===== config.mk =====
export PLATFORM = sky130hd
export DESIGN_NAME = agq_front
export DESIGN_NICKNAME = d
export VERILOG_FILES = /design/src/rtl/core/agq_pkg.sv /design/src/rtl/core/agq_front.sv
export SDC_FILE = /design/constraint.sdc
export NUM_CORES = 1
export LEC_CHECK = 0
export ABC_AREA = 1
export BUFFER_PORTS_ARGS = -buffer_cell sky130_fd_sc_hd__buf_2
export CAP_MARGIN = 20
export CORE_MARGIN = 5
export CORE_UTILIZATION = 23
export CTS_CLUSTER_SIZE = 28
export DETAILED_ROUTE_END_ITERATION = 8
export PLACE_DENSITY = 0.39
export SYNTH_ARGS = -nofsm -noshare
export SYNTH_HDL_FRONTEND = slang
export SYNTH_SLANG_ARGS = --single-unit
export TNS_END_PERCENT = 5

===== constraint.sdc =====
create_clock -name i_clk -period 16.9 [get_ports i_clk]
set_input_delay 3.38 -clock i_clk [delete_from_list [all_inputs] [get_ports i_clk]]
set_output_delay 3.38 -clock i_clk [all_outputs]
set_load 0.005 [all_outputs]

===== src/rtl/core/agq_pkg.sv =====
package agq_pkg;

    localparam logic [7:0] MAX_SUBSTEPS  = 8'd255;
    localparam logic [2:0] STABLE_FRAMES = 3'd4;

    // divider lanes: four averages, then scale lowered and scale raised
    localparam int unsigned DIV_LANES = 6;
    localparam int unsigned DIV_W     = 56;
    localparam int unsigned DIV_STEPS = DIV_W / 8;
    localparam logic [2:0]  DIV_LAST  = 3'(DIV_STEPS - 1);

    localparam logic [1:0] ADJ_HELD    = 2'd0;
    localparam logic [1:0] ADJ_LOWERED = 2'd1;
    localparam logic [1:0] ADJ_RAISED  = 2'd2;

    localparam logic [1:0] POL_FIXED     = 2'd0;
    localparam logic [1:0] POL_SCREEN    = 2'd1;
    localparam logic [1:0] POL_NUMERICAL = 2'd2;
    localparam logic [1:0] POL_EQUATION  = 2'd3;

    localparam logic [2:0] REG_POLICY        = 3'd0;
    localparam logic [2:0] REG_TARGET_FRAME  = 3'd1;
    localparam logic [2:0] REG_TARGET_VISUAL = 3'd2;
    localparam logic [2:0] REG_TARGET_NUM    = 3'd3;
    localparam logic [2:0] REG_TARGET_MEMORY = 3'd4;
    localparam logic [2:0] REG_MIN_SCALE     = 3'd5;
    localparam logic [2:0] REG_MAX_SCALE     = 3'd6;
    localparam logic [2:0] REG_SAMPLE_LIMITS = 3'd7;

    localparam logic [31:0] RST_TARGET_FRAME  = 32'd1092267;
    localparam logic [31:0] RST_TARGET_VISUAL = 32'd65536;
    localparam logic [15:0] RST_MIN_SCALE     = 16'd8192;
    localparam logic [15:0] RST_MAX_SCALE     = 16'd16384;
    localparam logic [15:0] RST_SAMPLE_LIMITS = 16'd4097;

    typedef struct packed {
        logic        command;
        logic [31:0] frame_time;
        logic        has_numerical;
        logic [31:0] numerical_error;
        logic        has_visual;
        logic [31:0] visual_error;
        logic        has_memory;
        logic [47:0] memory_bytes;
        logic [15:0] initial_scale;
        logic [7:0]  initial_samples;
        logic [7:0]  initial_substeps;
    } t_in_item;

    typedef struct packed {
        logic [15:0] resolution_scale;
        logic [7:0]  samples_per_pixel;
        logic [7:0]  simulation_substeps;
        logic [1:0]  adjustment;
        logic        changed;
        logic [31:0] change_count;
    } t_out_item;

    typedef struct packed {
        logic [1:0]  policy;
        logic [31:0] target_frame_time;
        logic [31:0] target_visual_error;
        logic [31:0] target_numerical_error;
        logic [47:0] target_memory;
        logic [15:0] min_scale;
        logic [15:0] max_scale;
        logic [15:0] sample_limits;
    } t_cfg;

    typedef enum logic [2:0] {
        ST_IDLE,
        ST_DIV,
        ST_UPDATE,
        ST_EVAL,
        ST_CMP,
        ST_APPLY
    } t_back_state;

    // eight restoring steps of a division by a small constant divisor
    function automatic logic [12:0] div8(input logic [4:0] rem, input logic [7:0] din,
                                         input logic [4:0] dv);
        logic [5:0] t;
        logic [4:0] r;
        logic [7:0] q;
        r = rem;
        q = '0;
        for (int i = 7; i >= 0; i--) begin
            t = {r, din[i]};
            if (t >= {1'b0, dv}) begin
                t    = t - {1'b0, dv};
                q[i] = 1'b1;
            end
            r = t[4:0];
        end
        return {r, q};
    endfunction

endpackage


===== src/rtl/core/agq_front.sv =====
module agq_front
    import agq_pkg::*;
(
    input  logic     i_clk,
    input  logic     i_rst_n,
    input  logic     i_in_valid,
    output logic     o_in_ready,
    input  t_in_item i_in_data,
    output logic     o_q_valid,
    input  logic     i_q_ready,
    output t_in_item o_q_data
);

    t_in_item   r_mem [2];
    logic       r_wr;
    logic       r_rd;
    logic [1:0] r_count;
    logic       push;
    logic       pop;

    assign o_in_ready = (r_count != 2'd2);
    assign o_q_valid  = (r_count != 2'd0);
    assign o_q_data   = r_mem[r_rd];
    assign push       = i_in_valid && o_in_ready;
    assign pop        = o_q_valid && i_q_ready;

    always_ff @(posedge i_clk) begin
        if (push) begin
            r_mem[r_wr] <= i_in_data;
        end
    end

    always_ff @(posedge i_clk) begin
        if (!i_rst_n) begin
            r_wr    <= 1'b0;
            r_rd    <= 1'b0;
            r_count <= 2'd0;
        end else begin
            if (push) r_wr <= !r_wr;
            if (pop)  r_rd <= !r_rd;
            r_count <= r_count + {1'b0, push} - {1'b0, pop};
        end
    end

endmodule


Yosys cells after proc, flatten, opt, wreduce, memory -nomap -nowiden
Memory sizes are Yosys's and may differ from the RTL's. A register that Yosys moved wholly into a read port is not among the register bits.
Index checks and enable logic that the tools add are counted.
{"block": "word_totals", "inputBits": 184, "ff_bits": 4, "wordCells": 16, "n_memories": 1, "ram_bits": 360}
{"block": "classes", "eq_ne": 1, "n_reduce_logical": 5, "muxes": 4, "n_addsub": 2}
{"memory": "r_mem", "depth": 2, "word_bits": 180, "read_ports": 1, "rd_clocked_by_memory_dff": 1, "wr": 1, "line_no": "agq_front.sv:14", "source": "t_in_item r_mem [2];"}
{"op": "$mux W1", "count": 4}
{"op": "$add A2 B1 Y2", "count": 1}
{"op": "$logic_and A1 B1 Y1", "count": 2}
{"op": "$logic_not A1 Y1", "count": 2}
{"op": "$ne A2 B2 Y1 const B", "count": 1}
{"op": "$reduce_bool A2 Y1", "count": 1}
{"op": "$sub A2 B1 Y2", "count": 1}

Logic depth before layout (Yosys ltp)
Gate-level depths: netlist of the first run.
{"block": "depth", "word_depth": 4, "ltp_mapped": 11, "mapped_depth_nobuf": 11}

Least setup slack after synthesis of the first run
Ideal clock, no wire load.
{"block": "synth_path", "kind": "input port to flip-flop", "from": "in i_in_valid", "to": "mem r_mem[1][0] (netlist name) (enable)", "slack_ns": 5.158, "n_path_buf": 0, "setup_time_ns": 0.725, "t_arrival_ns": 11.017, "stages": 2, "required_time_ns": 16.175, "path_cell_list": "nand2_1 nor2_1"}
{"block": "synth_via", "elab_chain_cells": 3}
{"element": "start, declared", "line_no": "agq_front.sv:6", "source": "input logic i_in_valid,"}
{"element": "$logic_and A1 B1 Y1", "line_no": "agq_front.sv:24", "source": "assign push = i_in_valid && o_in_ready;"}
{"element": "$mux W1", "line_no": "agq_front.sv:28", "source": "if (push) begin"}
{"element": "$mux W1 (implied by the code)", "line_no": "agq_front.sv:29", "source": "r_mem[r_wr] <= i_in_data;"}
{"element": "end, declared", "line_no": "agq_front.sv:14"}
Every way passes these cells.

==> impl_metrics.csv, run 1 <==
group,metric,value,unit
route,drc,0,
clock_tree,root_buffer,"clkbuf_16",
grt,grt_max_degree,68,
synth,ys_top_cells_by_area,"edfxtp_1 79%, mux2_4 11%, mux2_2 6.6%, buf_6 0.99%, dfxtp_1 0.73%",
grt,use_met2,0.168,
route,via_count,6835,
synth,syn-cell-area,0.0136,mm^2
synth,postSynthCellCount,596,
grt,gr-total-overflow,0,
route,drt_iter0_markers,256,
cells_and_area,syn_to_final_growth,30.1,%
synth,synth_warnings,0,
critical_path,crit_path_end_kind,"output pin",
timing,worstMarginPinSlew,1.02,ns
grt,grt_pass1_wl,46.8,mm
floorplan,start_util,0.232,
clock_tree,cts_buffer_depth,3,
critical_path,worst-setup-path-type,"reg2out",
critical_path,critPathMaxFanout,50,
clock_tree,cts_tree,"yes",
clock_tree,clk_latency,0.54,ns
route,routed_wl,33.1,mm
synth,synth_cell_type_count,13,
synth,postSynthAreaPerCell,22.9,um^2
power_and_ir_drop,vdd_drop_max,0.0712,mV
grt,antenna_found_initial,5,
timing,rsz0062_at_grt,"false",
floorplan,boundaryPins,366,
floorplan,die_y,253,um
cells_and_area,utilization,0.301,
critical_path,worst_ep_required_time,13.52,ns
synth,synth.top_cell.area_share,0.794,
place,dpl_cell_area,0.0163,mm^2
timing,setup_viol,0,
timing,hold_viol,0,
timing,fmax,0.147,GHz
floorplan,fp-row-count,89,
critical_path,path_buf_inv,3,
outcome,status,"finished, final reports clean",
synth,synth_top_area_cell,"edfxtp_1",
grt,grt_busiest_layer,"met2",
timing,fin_skew,0.00697,ns
timing,finalCritPeriodShare,0.404,
route,wl_per_cell,18.4,um
grt,grtUsageMet3,0.0357,
clock_tree,clock_sinks,365,
floorplan,die-area,0.0642,mm^2
clock_tree,cts_hold_buffers,0,
synth,ys_seq_elements,365,
power_and_ir_drop,power.total,2.66,mW
clock_tree,cts_inserted_buffers,43,
timing,relSlewSlack,0.319,
timing,layout_min_cycle_time,6.82,ns
grt,first_global_vias,7390,
timing,fin_tns_setup,0,ns
power_and_ir_drop,p_leak,6.66,nW
worst_hold_path,min_path_type,"reg2reg",
floorplan,core_area,0.0588,mm^2
critical_path,cp_slowest_stage_delay,0.90,ns
cells_and_area,drive_gt1_frac,0.603,
clock_tree,cts_setup_buffers,0,
flow_run,drv_cap,0,
clock_tree,ctsResizeCount,0,
cells_and_area,fin_area,0.0177,mm^2
power_and_ir_drop,powerDensity,150,mW/mm^2
synth,syn-num-nets,781,
cells_and_area,layout_commonest_cell,"buf_2",
grt,gr-usage-met1,0.112,
critical_path,cp_cell_sequence,"buf_4 -> buf_4 -> mux2_2 -> buf_2",
place,io_buffer_count,365,
place,place_congestion,0.700,
critical_path,crit_top_cell,"buf_4",
critical_path,start_kind,"register",
route,postRouteAntennaNets,0,
place,dpl.hpwl,22.6,mm
clock_tree,clk_pin_slew,0.05,ns
timing,drv_slew,0,
cells_and_area,final_nets,1180,
cells_and_area,final_cell_mix,"365 x buf_2, 360 x edfxtp_1, 100 x mux2_4",
clock_tree,h-tree-depth,2,
timing,hold_slack,0.511,ns
synth,yosysSeqAreaShare,0.801,
critical_path,crit_family,"buffers and inverters",
route,avgViaCountPerCell,3.79,
critical_path,cp.arrival,3.44,ns
floorplan,die_x,253,um
critical_path,cpMaxStageDelayCell,"dfxtp_4",
route,first_pass_iters,4,
grt,track_usage,0.0976,
-- sequential cells by signal (all words and copies together) (netlist names), named ones only --
register and cells:
r_rd 1, r_wr 1, r_mem 360, r_count 2
-- synthesized netlist by cell type --
library cell  instances
a21oi_1               1
inv_1                 7
xnor2_1               1
nand3_1               1
buf_2                 8
ha_1                  1
edfxtp_1            360
nand2_1              11
mux2_4              100
mux2_2               80
dfxtp_1               5
nor2_1                9
buf_6                12
-- through the flow --
| step | setup WS [ns] | instances |
|---|---|---|
| floorplan | 5.16 | 596 |
| global route | 9.78 | 1799 |
| CTS | 9.84 | 1798 |
| finish | 10.08 | 1802 |
| global placement | 10.45 | 1723 |
| detailed placement | 10.46 | 1723 |
-- worst register-to-register path, delay by kind of cell (launching register included) --
family        cells  cell delay, ns
simple gates      3            1.05
flops             1            0.35
buf+inv           3            1.54
-- power breakdown --
part / switching, mW / internal, mW / leakage (nW) / total, mW
Clock: 0.352 / 0.550 / 0.674 / 0.902
Sequential: 0.0470 / 1.15 / 3.41 / 1.20
Combinational: 0.276 / 0.289 / 2.58 / 0.565
Total: 0.675 / 1.99 / 6.66 / 2.66
-- cell families (layout without fill, tap and decap cells) --
group | after synthesis | after routing | share of synthesized area
flip-flops | 365 | 365 | 0.801
multiplexers | 180 | 180 | 0.176
buffers and inverters | 27 | 456 | 0.0148
AND/OR/NAND/NOR | 21 | 21 | 0.00588
adder cells (fa/ha/maj) | 1 | 1 | 0.000918
AO/OA/AOI/OAI | 1 | 1 | 0.000367
XOR/XNOR | 1 | 1 | 0.000643
other | 0 | 4 | 0
-- path summary, 6_finish.rpt --
kind	from	end	slack, ns	cells after the start
hold / removal	r_rd$_SDFFE_PN0P_	r_rd$_SDFFE_PN0P_	0.51	2
hold reg to reg	r_rd$_SDFFE_PN0P_	r_rd$_SDFFE_PN0P_	0.51	2
setup reg to reg	r_count[0]$_SDFF_PN0_	r_mem[0][121]$_DFFE_PP_	13.57	6
setup / recovery	register	o_q_data[61]	10.08	4
-- metal layers --
metal / routed length [um] / share of wire
met1: 12600 / 0.38
met2: 17000 / 0.51
met3: 2700 / 0.082
met4: 785 / 0.024
met5: 27 / 0.00082
-- area by class of cell --
| class | instances | area (um^2) |
|---|---|---|
| timing repair buffer | 374 | 1890 |
| clock inverter | 25 | 219 |
| sequential | 365 | 10900 |
| tap | 773 | 967 |
| antenna | 4 | 10.0 |
| fill | 5858 | 41100 |
| multi-input combinational | 204 | 2520 |
| clock buffer | 50 | 1160 |
| inverter | 7 | 26.3 |
Power figures use the tool's default switching activity.
==> run 2, diff against run 1 <==
--- a/config.mk
+++ b/config.mk
@@ -5,14 +5,14 @@
 export SDC_FILE = /design/constraint.sdc
 export NUM_CORES = 1
 export LEC_CHECK = 0
-export ABC_AREA = 1
+export ABC_AREA = 0
 export BUFFER_PORTS_ARGS = -buffer_cell sky130_fd_sc_hd__buf_2
 export CAP_MARGIN = 20
 export CORE_MARGIN = 5
 export CORE_UTILIZATION = 23
 export CTS_CLUSTER_SIZE = 28
 export DETAILED_ROUTE_END_ITERATION = 8
-export PLACE_DENSITY = 0.39
+export PLACE_DENSITY = 0.41
 export SYNTH_ARGS = -nofsm -noshare
 export SYNTH_HDL_FRONTEND = slang
 export SYNTH_SLANG_ARGS = --single-unit
==> constraint.sdc (replaced) <==
create_clock -name i_clk -period 6.2 [get_ports i_clk]
set_input_delay 1.24 -clock i_clk [delete_from_list [all_inputs] [get_ports i_clk]]
set_output_delay 1.24 -clock i_clk [all_outputs]
set_load 0.005 [all_outputs]
==> impl_metrics.csv, run 2 <==
group,metric,value,unit
outcome,status,"finished, final reports clean",
synth,ys_top_cells_by_area,"edfxtp_1 79%, mux2_4 11%, mux2_2 6.6%, buf_6 0.99%, dfxtp_1 0.73%",
clock_tree,cts_setup_buffers,0,
clock_tree,cts_buffer_depth,3,
cells_and_area,layout_commonest_cell,"buf_2",
worst_hold_path,min_path_type,"reg2reg",
grt,grt_max_degree,116,
grt,grt_pass1_wl,45.1,mm
cells_and_area,finalNonFillerCells,1794,
timing,fin_tns_setup,0,ns
cells_and_area,drive_gt1_frac,0.603,
power_and_ir_drop,seq_power_share,0.449,
timing,drv_slew,0,
clock_tree,cts_hold_buffers,0,
critical_path,cp_slowest_stage_delay,0.46,ns
cells_and_area,final_nets,1171,
grt,gr-total-overflow,0,
floorplan,die_x,254,um
cells_and_area,largest_reg_flops,360,
worst_hold_path,hold_depth,2,
critical_path,crit_path_end_kind,"output pin",
synth,postSynthCellCount,590,
place,place_congestion,0.706,
critical_path,cp_cell_sequence,"buf_12 -> mux2_2 -> buf_2",
route,postRouteAntennaNets,0,
timing,setup_viol,0,
grt,track_usage,0.0924,
place,dpl.hpwl,20.3,mm
power_and_ir_drop,vdd_drop_max,0.281,mV
synth,synthTopCellsByCount,"360 x edfxtp_1, 100 x mux2_4, 80 x mux2_2, 12 x buf_6, 8 x buf_2",
synth,synth_cell_type_count,25,
power_and_ir_drop,p_clk_frac,0.360,
critical_path,cpMaxStageDelayCell,"buf_12",
synth,async_flop_share,0,
timing,rsz0062_at_grt,"false",
route,routed_wl,31.3,mm
timing,hold_viol,0,
power_and_ir_drop,combPwrFrac,0.191,
critical_path,critPathMaxFanout,96,
clock_tree,ctsResizeCount,0,
floorplan,core_area,0.0589,mm^2
grt,first_global_vias,7263,
route,drc,0,
cells_and_area,utilization,0.301,
timing,finalCritPeriodShare,0.547,
clock_tree,clock_sinks,365,
power_and_ir_drop,p_switching,1.64,mW
synth,synth.top_cell.area_share,0.792,
place,io_buffer_count,365,
place,dp_cells,1713,
critical_path,worst_ep_required_time,4.96,ns
timing,layout_min_cycle_time,3.39,ns
synth,yosysSeqAreaShare,0.799,
route,drt_iter0_markers,280,
critical_path,start_kind,"register",
route,avgViaCountPerCell,3.79,
floorplan,die_y,254,um
floorplan,boundaryPins,366,
grt,antenna_found_initial,9,
synth,syn-num-nets,775,
synth,synth_ff_type,"edfxtp_1",
synth,ys_seq_elements,365,
cells_and_area,final_cell_mix,"365 x buf_2, 360 x edfxtp_1, 100 x mux2_4",
floorplan,start_util,0.232,
clock_tree,h-tree-depth,2,
synth,syn-cell-area,0.0136,mm^2
floorplan,die-area,0.0643,mm^2
cells_and_area,largest_register,"r_mem",
power_and_ir_drop,powerDensity,383,mW/mm^2
power_and_ir_drop,internal-power,5.16,mW
critical_path,worst-setup-path-type,"reg2out",
clock_tree,clk_pin_slew,0.06,ns
cells_and_area,syn_to_final_growth,30.1,%
route,first_pass_iters,4,
synth,synth_top_area_cell,"edfxtp_1",
timing,hold_slack,0.520,ns
power_and_ir_drop,swShare,0.241,
timing,fin_skew,0.0106,ns
critical_path,ff2ff_path_depth,4,
timing,relSlewSlack,0.343,
clock_tree,cts_tree,"yes",
cells_and_area,reg.largest.list,"r_mem: 360 flops, r_count: 2 flops",
timing,worstMarginPinSlew,0.985,ns
clock_tree,clk_latency,0.54,ns
synth,synth_warnings,0,
timing,finalWorstSetupSlack,2.81,ns
synth,postSynthAreaPerCell,23.1,um^2
power_and_ir_drop,p_leak,6.64,nW
timing,fmax,0.295,GHz
floorplan,fp-row-count,89,
flow_run,drv_cap,0,
clock_tree,root_buffer,"clkbuf_16",
place,dpl_worst_slack,2.89,ns
route,via_count,6798,
route,wl_per_cell,17.4,um
clock_tree,cts_inserted_buffers,44,
synth,synth_edf_count,360,
critical_path,cp.arrival,2.15,ns
synth,yosysMostFrequentCell,"edfxtp_1",
[run 2: cell count changes in the layout (fill, tap and decap cells not counted), moves of 3 or more]
cell	previous run	this run
buf_12	0	4
buf_4	9	1
clkbuf_1	3	8
inv_1	7	1
nand2_1	11	0
nor2_1	7	4
[run 2: final cells by class]
type / instances / area [um^2]
fillers: 5854 / 41200
flip-flops and latches: 365 / 10900
multi-input cells: 203 / 2560
repair buffers: 370 / 1910
clock buffers: 53 / 1160
well taps: 773 / 967
clock inverters: 26 / 220
inverters: 2 / 15.0
diodes: 2 / 5.00
[run 2: logic make-up after synthesis]
family                     count (synthesis)  synth area share
adders and majority gates                  1          0.000917
AOI/OAI and AO/OA                          6           0.00321
and+or+nand+nor                           15           0.00642
DFF                                      365             0.799
muxes                                    180             0.176
buffers and inverters                     22            0.0134
xor gates and xnor gates                   1          0.000642
[run 2: path summary, 6_finish.rpt]
check	start	slack (ns)	to
worst max-delay path	register	2.81	o_q_data[50]
worst min-delay path	r_rd$_SDFFE_PN0P_	0.52	r_rd$_SDFFE_PN0P_
worst max register to register	r_count[0]$_SDFF_PN0_	3.64	r_mem[0][32]$_DFFE_PP_
worst min register to register	r_rd$_SDFFE_PN0P_	0.52	r_rd$_SDFFE_PN0P_
[run 2: through the flow]
| stage | power, mW | area (um^2) |
|---|---|---|
| global placement | 4.45 | 16400 |
| global route | 7.15 | 17700 |
| CTS | 6.96 | 17700 |
| floorplan | 3.93 | 13600 |
| finish | 6.80 | 17800 |
| detailed placement | 4.46 | 16400 |
[run 2: worst max-delay path, delay by kind of cell (launching register included)]
family	cells	cell delay (ns)
buf+inv	2	0.61
flops	1	0.37
mux	1	0.41
[run 2: power groups by stage]
stage	combinational [mW]	sequential [mW]	clock (mW)
4_1_cts	1.35	3.06	2.55
3_5_place_dp	1.35	3.11	0
6_report	1.30	3.05	2.44
3_3_place_gp	1.35	3.10	0
2_1_floorplan	0.799	3.13	0
5_1_grt	1.42	3.07	2.66
[run 2: metal layers]
layer,global-route usage,wire length [um],vias up
li1,-,-,3153
met1,0.112,12500,3326
met2,0.144,14600,243
met3,0.0486,3500,64
met4,0.0270,685,12
met5,0,84,-
==> run 3, diff against run 2 <==
--- a/config.mk
+++ b/config.mk
@@ -5,7 +5,7 @@
 export SDC_FILE = /design/constraint.sdc
 export NUM_CORES = 1
 export LEC_CHECK = 0
-export ABC_AREA = 0
+export ABC_AREA = 1
 export BUFFER_PORTS_ARGS = -buffer_cell sky130_fd_sc_hd__buf_2
 export CAP_MARGIN = 20
 export CORE_MARGIN = 5
==> constraint.sdc (replaced) <==
create_clock -name i_clk -period 3 [get_ports i_clk]
set_input_delay 0.6 -clock i_clk [delete_from_list [all_inputs] [get_ports i_clk]]
set_output_delay 0.6 -clock i_clk [all_outputs]
set_load 0.005 [all_outputs]
==> impl_metrics.csv, run 3 (synthesis results as in run 1) <==
group,metric,value,unit
timing,relSlewSlack,0.542,
timing,worstMarginPinSlew,0.687,ns
route,drt_iter0_markers,262,
grt,grt_max_degree,94,
power_and_ir_drop,p_switching,3.76,mW
cells_and_area,layout_commonest_cell,"buf_2",
power_and_ir_drop,p_leak,6.67,nW
grt,antenna_found_initial,10,
grt,track_usage,0.0917,
power_and_ir_drop,power.total,14.7,mW
timing,rsz0062_at_grt,"false",
clock_tree,cts_buffer_depth,3,
cells_and_area,fin_area,0.0178,mm^2
critical_path,rr_startpoint,"r_count[0]$_SDFF_PN0_",
floorplan,die_x,253,um
floorplan,die-area,0.0642,mm^2
timing,setup_viol,0,
cells_and_area,syn_to_final_growth,30.5,%
place,dpl_cell_area,0.0165,mm^2
clock_tree,ctsResizeCount,0,
power_and_ir_drop,vdd_drop_max,0.353,mV
critical_path,cp.arrival,1.98,ns
critical_path,cpMaxStageDelayCell,"mux2_2",
cells_and_area,final_nets,1186,
cells_and_area,largest_reg_flops,360,
place,dpl.hpwl,21.2,mm
clock_tree,root_buffer,"clkbuf_16",
cells_and_area,seq_area,0.0109,mm^2
power_and_ir_drop,powerDensity,829,mW/mm^2
route,postRouteAntennaNets,0,
route,wl_per_cell,17.2,um
outcome,status,"finished, final reports clean",
critical_path,cp_slowest_stage_delay,0.41,ns
clock_tree,cts_setup_buffers,0,
critical_path,worst-setup-path-type,"reg2out",
critical_path,start_kind,"register",
power_and_ir_drop,seq_power_share,0.451,
cells_and_area,drive_gt1_frac,0.602,
timing,hold_viol,0,
cells_and_area,reg.largest.list,"r_mem: 360 flops, r_count: 2 flops",
floorplan,die_y,253,um
route,drc,0,
grt,grt_pass1_wl,45.1,mm
critical_path,crit_path_end_kind,"output pin",
cells_and_area,fillers,5915,
power_and_ir_drop,internal-power,11.0,mW
route,avgViaCountPerCell,3.78,
clock_tree,cts_inserted_buffers,43,
worst_hold_path,min_path_type,"in2reg",
grt,gr-total-overflow,0,
clock_tree,clk_latency,0.54,ns
clock_tree,clock_sinks,365,
cells_and_area,multi_input_area,0.00254,mm^2
clock_tree,clk_pin_slew,0.06,ns
place,place_congestion,0.691,
critical_path,cp_cell_sequence,"buf_12 -> mux2_2 -> buf_2",
critical_path,ff2ff_path_depth,5,
critical_path,crit_cells,3,
critical_path,cp-endpoint,"o_q_data[13]",
floorplan,core_area,0.0588,mm^2
cells_and_area,final_cell_mix,"365 x buf_2, 360 x edfxtp_1, 100 x mux2_4",
clock_tree,h-tree-depth,2,
clock_tree,cts_hold_buffers,0,
timing,finalCritPeriodShare,0.859,
flow_run,drv_cap,0,
clock_tree,cts_tree,"yes",
critical_path,path_buf_inv,2,
power_and_ir_drop,p_clk_frac,0.322,
floorplan,boundaryPins,366,
critical_path,worst_ep_required_time,2.40,ns
critical_path,crit_family,"buffers and inverters",
timing,fmax,0.388,GHz
place,io_buffer_count,365,
power_and_ir_drop,swShare,0.255,
power_and_ir_drop,combPwrFrac,0.227,
floorplan,fp-row-count,89,
critical_path,r2r_end,"r_mem[1][15]$_DFFE_PP_",
critical_path,critPathMaxFanout,83,
timing,fin_skew,0.0147,ns
route,first_pass_iters,4,
cells_and_area,largest_register,"r_mem",
timing,layout_min_cycle_time,2.58,ns
grt,first_global_vias,7422,
timing,drv_slew,0,
route,routed_wl,31.1,mm
floorplan,start_util,0.232,
critical_path,reg2reg_slack,1.19,ns
route,via_count,6851,
[run 3: worst min-delay path by stage]
stage | startpoint | cells after the start | end | slack, ns
floorplan | r_rd$_SDFFE_PN0P_ | 2 | register | 0.47
global placement | r_rd$_SDFFE_PN0P_ | 2 | r_rd$_SDFFE_PN0P_ | 0.48
detailed placement | r_rd$_SDFFE_PN0P_ | 2 | r_rd$_SDFFE_PN0P_ | 0.49
CTS | i_in_data[122] | 1 | r_mem[1][122]$_DFFE_PP_ | 0.18
global route | i_in_data[60] | 1 | r_mem[1][60]$_DFFE_PP_ | 0.19
finish | i_in_data[59] | 1 | r_mem[0][59]$_DFFE_PP_ | 0.24
[run 3: layout make-up]
type / instances / share of cell area
Antenna cell: 5 / 0.000704
Multi-Input combinational cell: 204 / 0.143
Timing Repair Buffer: 380 / 0.114
Clock buffer: 51 / 0.0622
Tap cell: 773 / 0.0544
Sequential cell: 365 / 0.614
Inverter: 7 / 0.00148
Clock inverter: 26 / 0.0101
[run 3: through the flow]
step | utilization | instances | setup TNS (ns) | setup slack, ns | hold WS [ns]
CTS | 0.302 | 1806 | 0 | 0.348 | 0.183
global placement | 0.280 | 1729 | 0 | 0.971 | 0.483
global route | 0.302 | 1807 | 0 | 0.308 | 0.193
finish | 0.302 | 1811 | 0 | 0.424 | 0.244
floorplan | - | 596 | -274.91 | -0.776 | 0.467
detailed placement | 0.280 | 1729 | 0 | 0.959 | 0.490
[run 3: worst register-to-register path, stage by stage (launching register included)]
cell and delay [ns]:
dfxtp_1 0.35, inv_1 0.05, nand2_1 0.16, nand2_8 0.10, nor2_4 0.21, buf_4 0.54
[run 3: power by group through the flow]
stage	Clock [mW]	Combinational, mW	Sequential [mW]
global placement	0	3.47	6.75
CTS	4.97	3.48	6.65
global route	5.16	3.66	6.70
detailed placement	0	3.47	6.75
finish	4.75	3.34	6.64
floorplan	0	2.03	6.75
[run 3: layer usage]
metal  vias up  routed length [um]  track usage  share of wire
li1       3186                   -            -              -
met1      3336               12900        0.112           0.41
met2       258               14100        0.143           0.45
met3        59                3270       0.0462           0.11
met4        12                 748       0.0275          0.024
met5         -                  87            0         0.0028
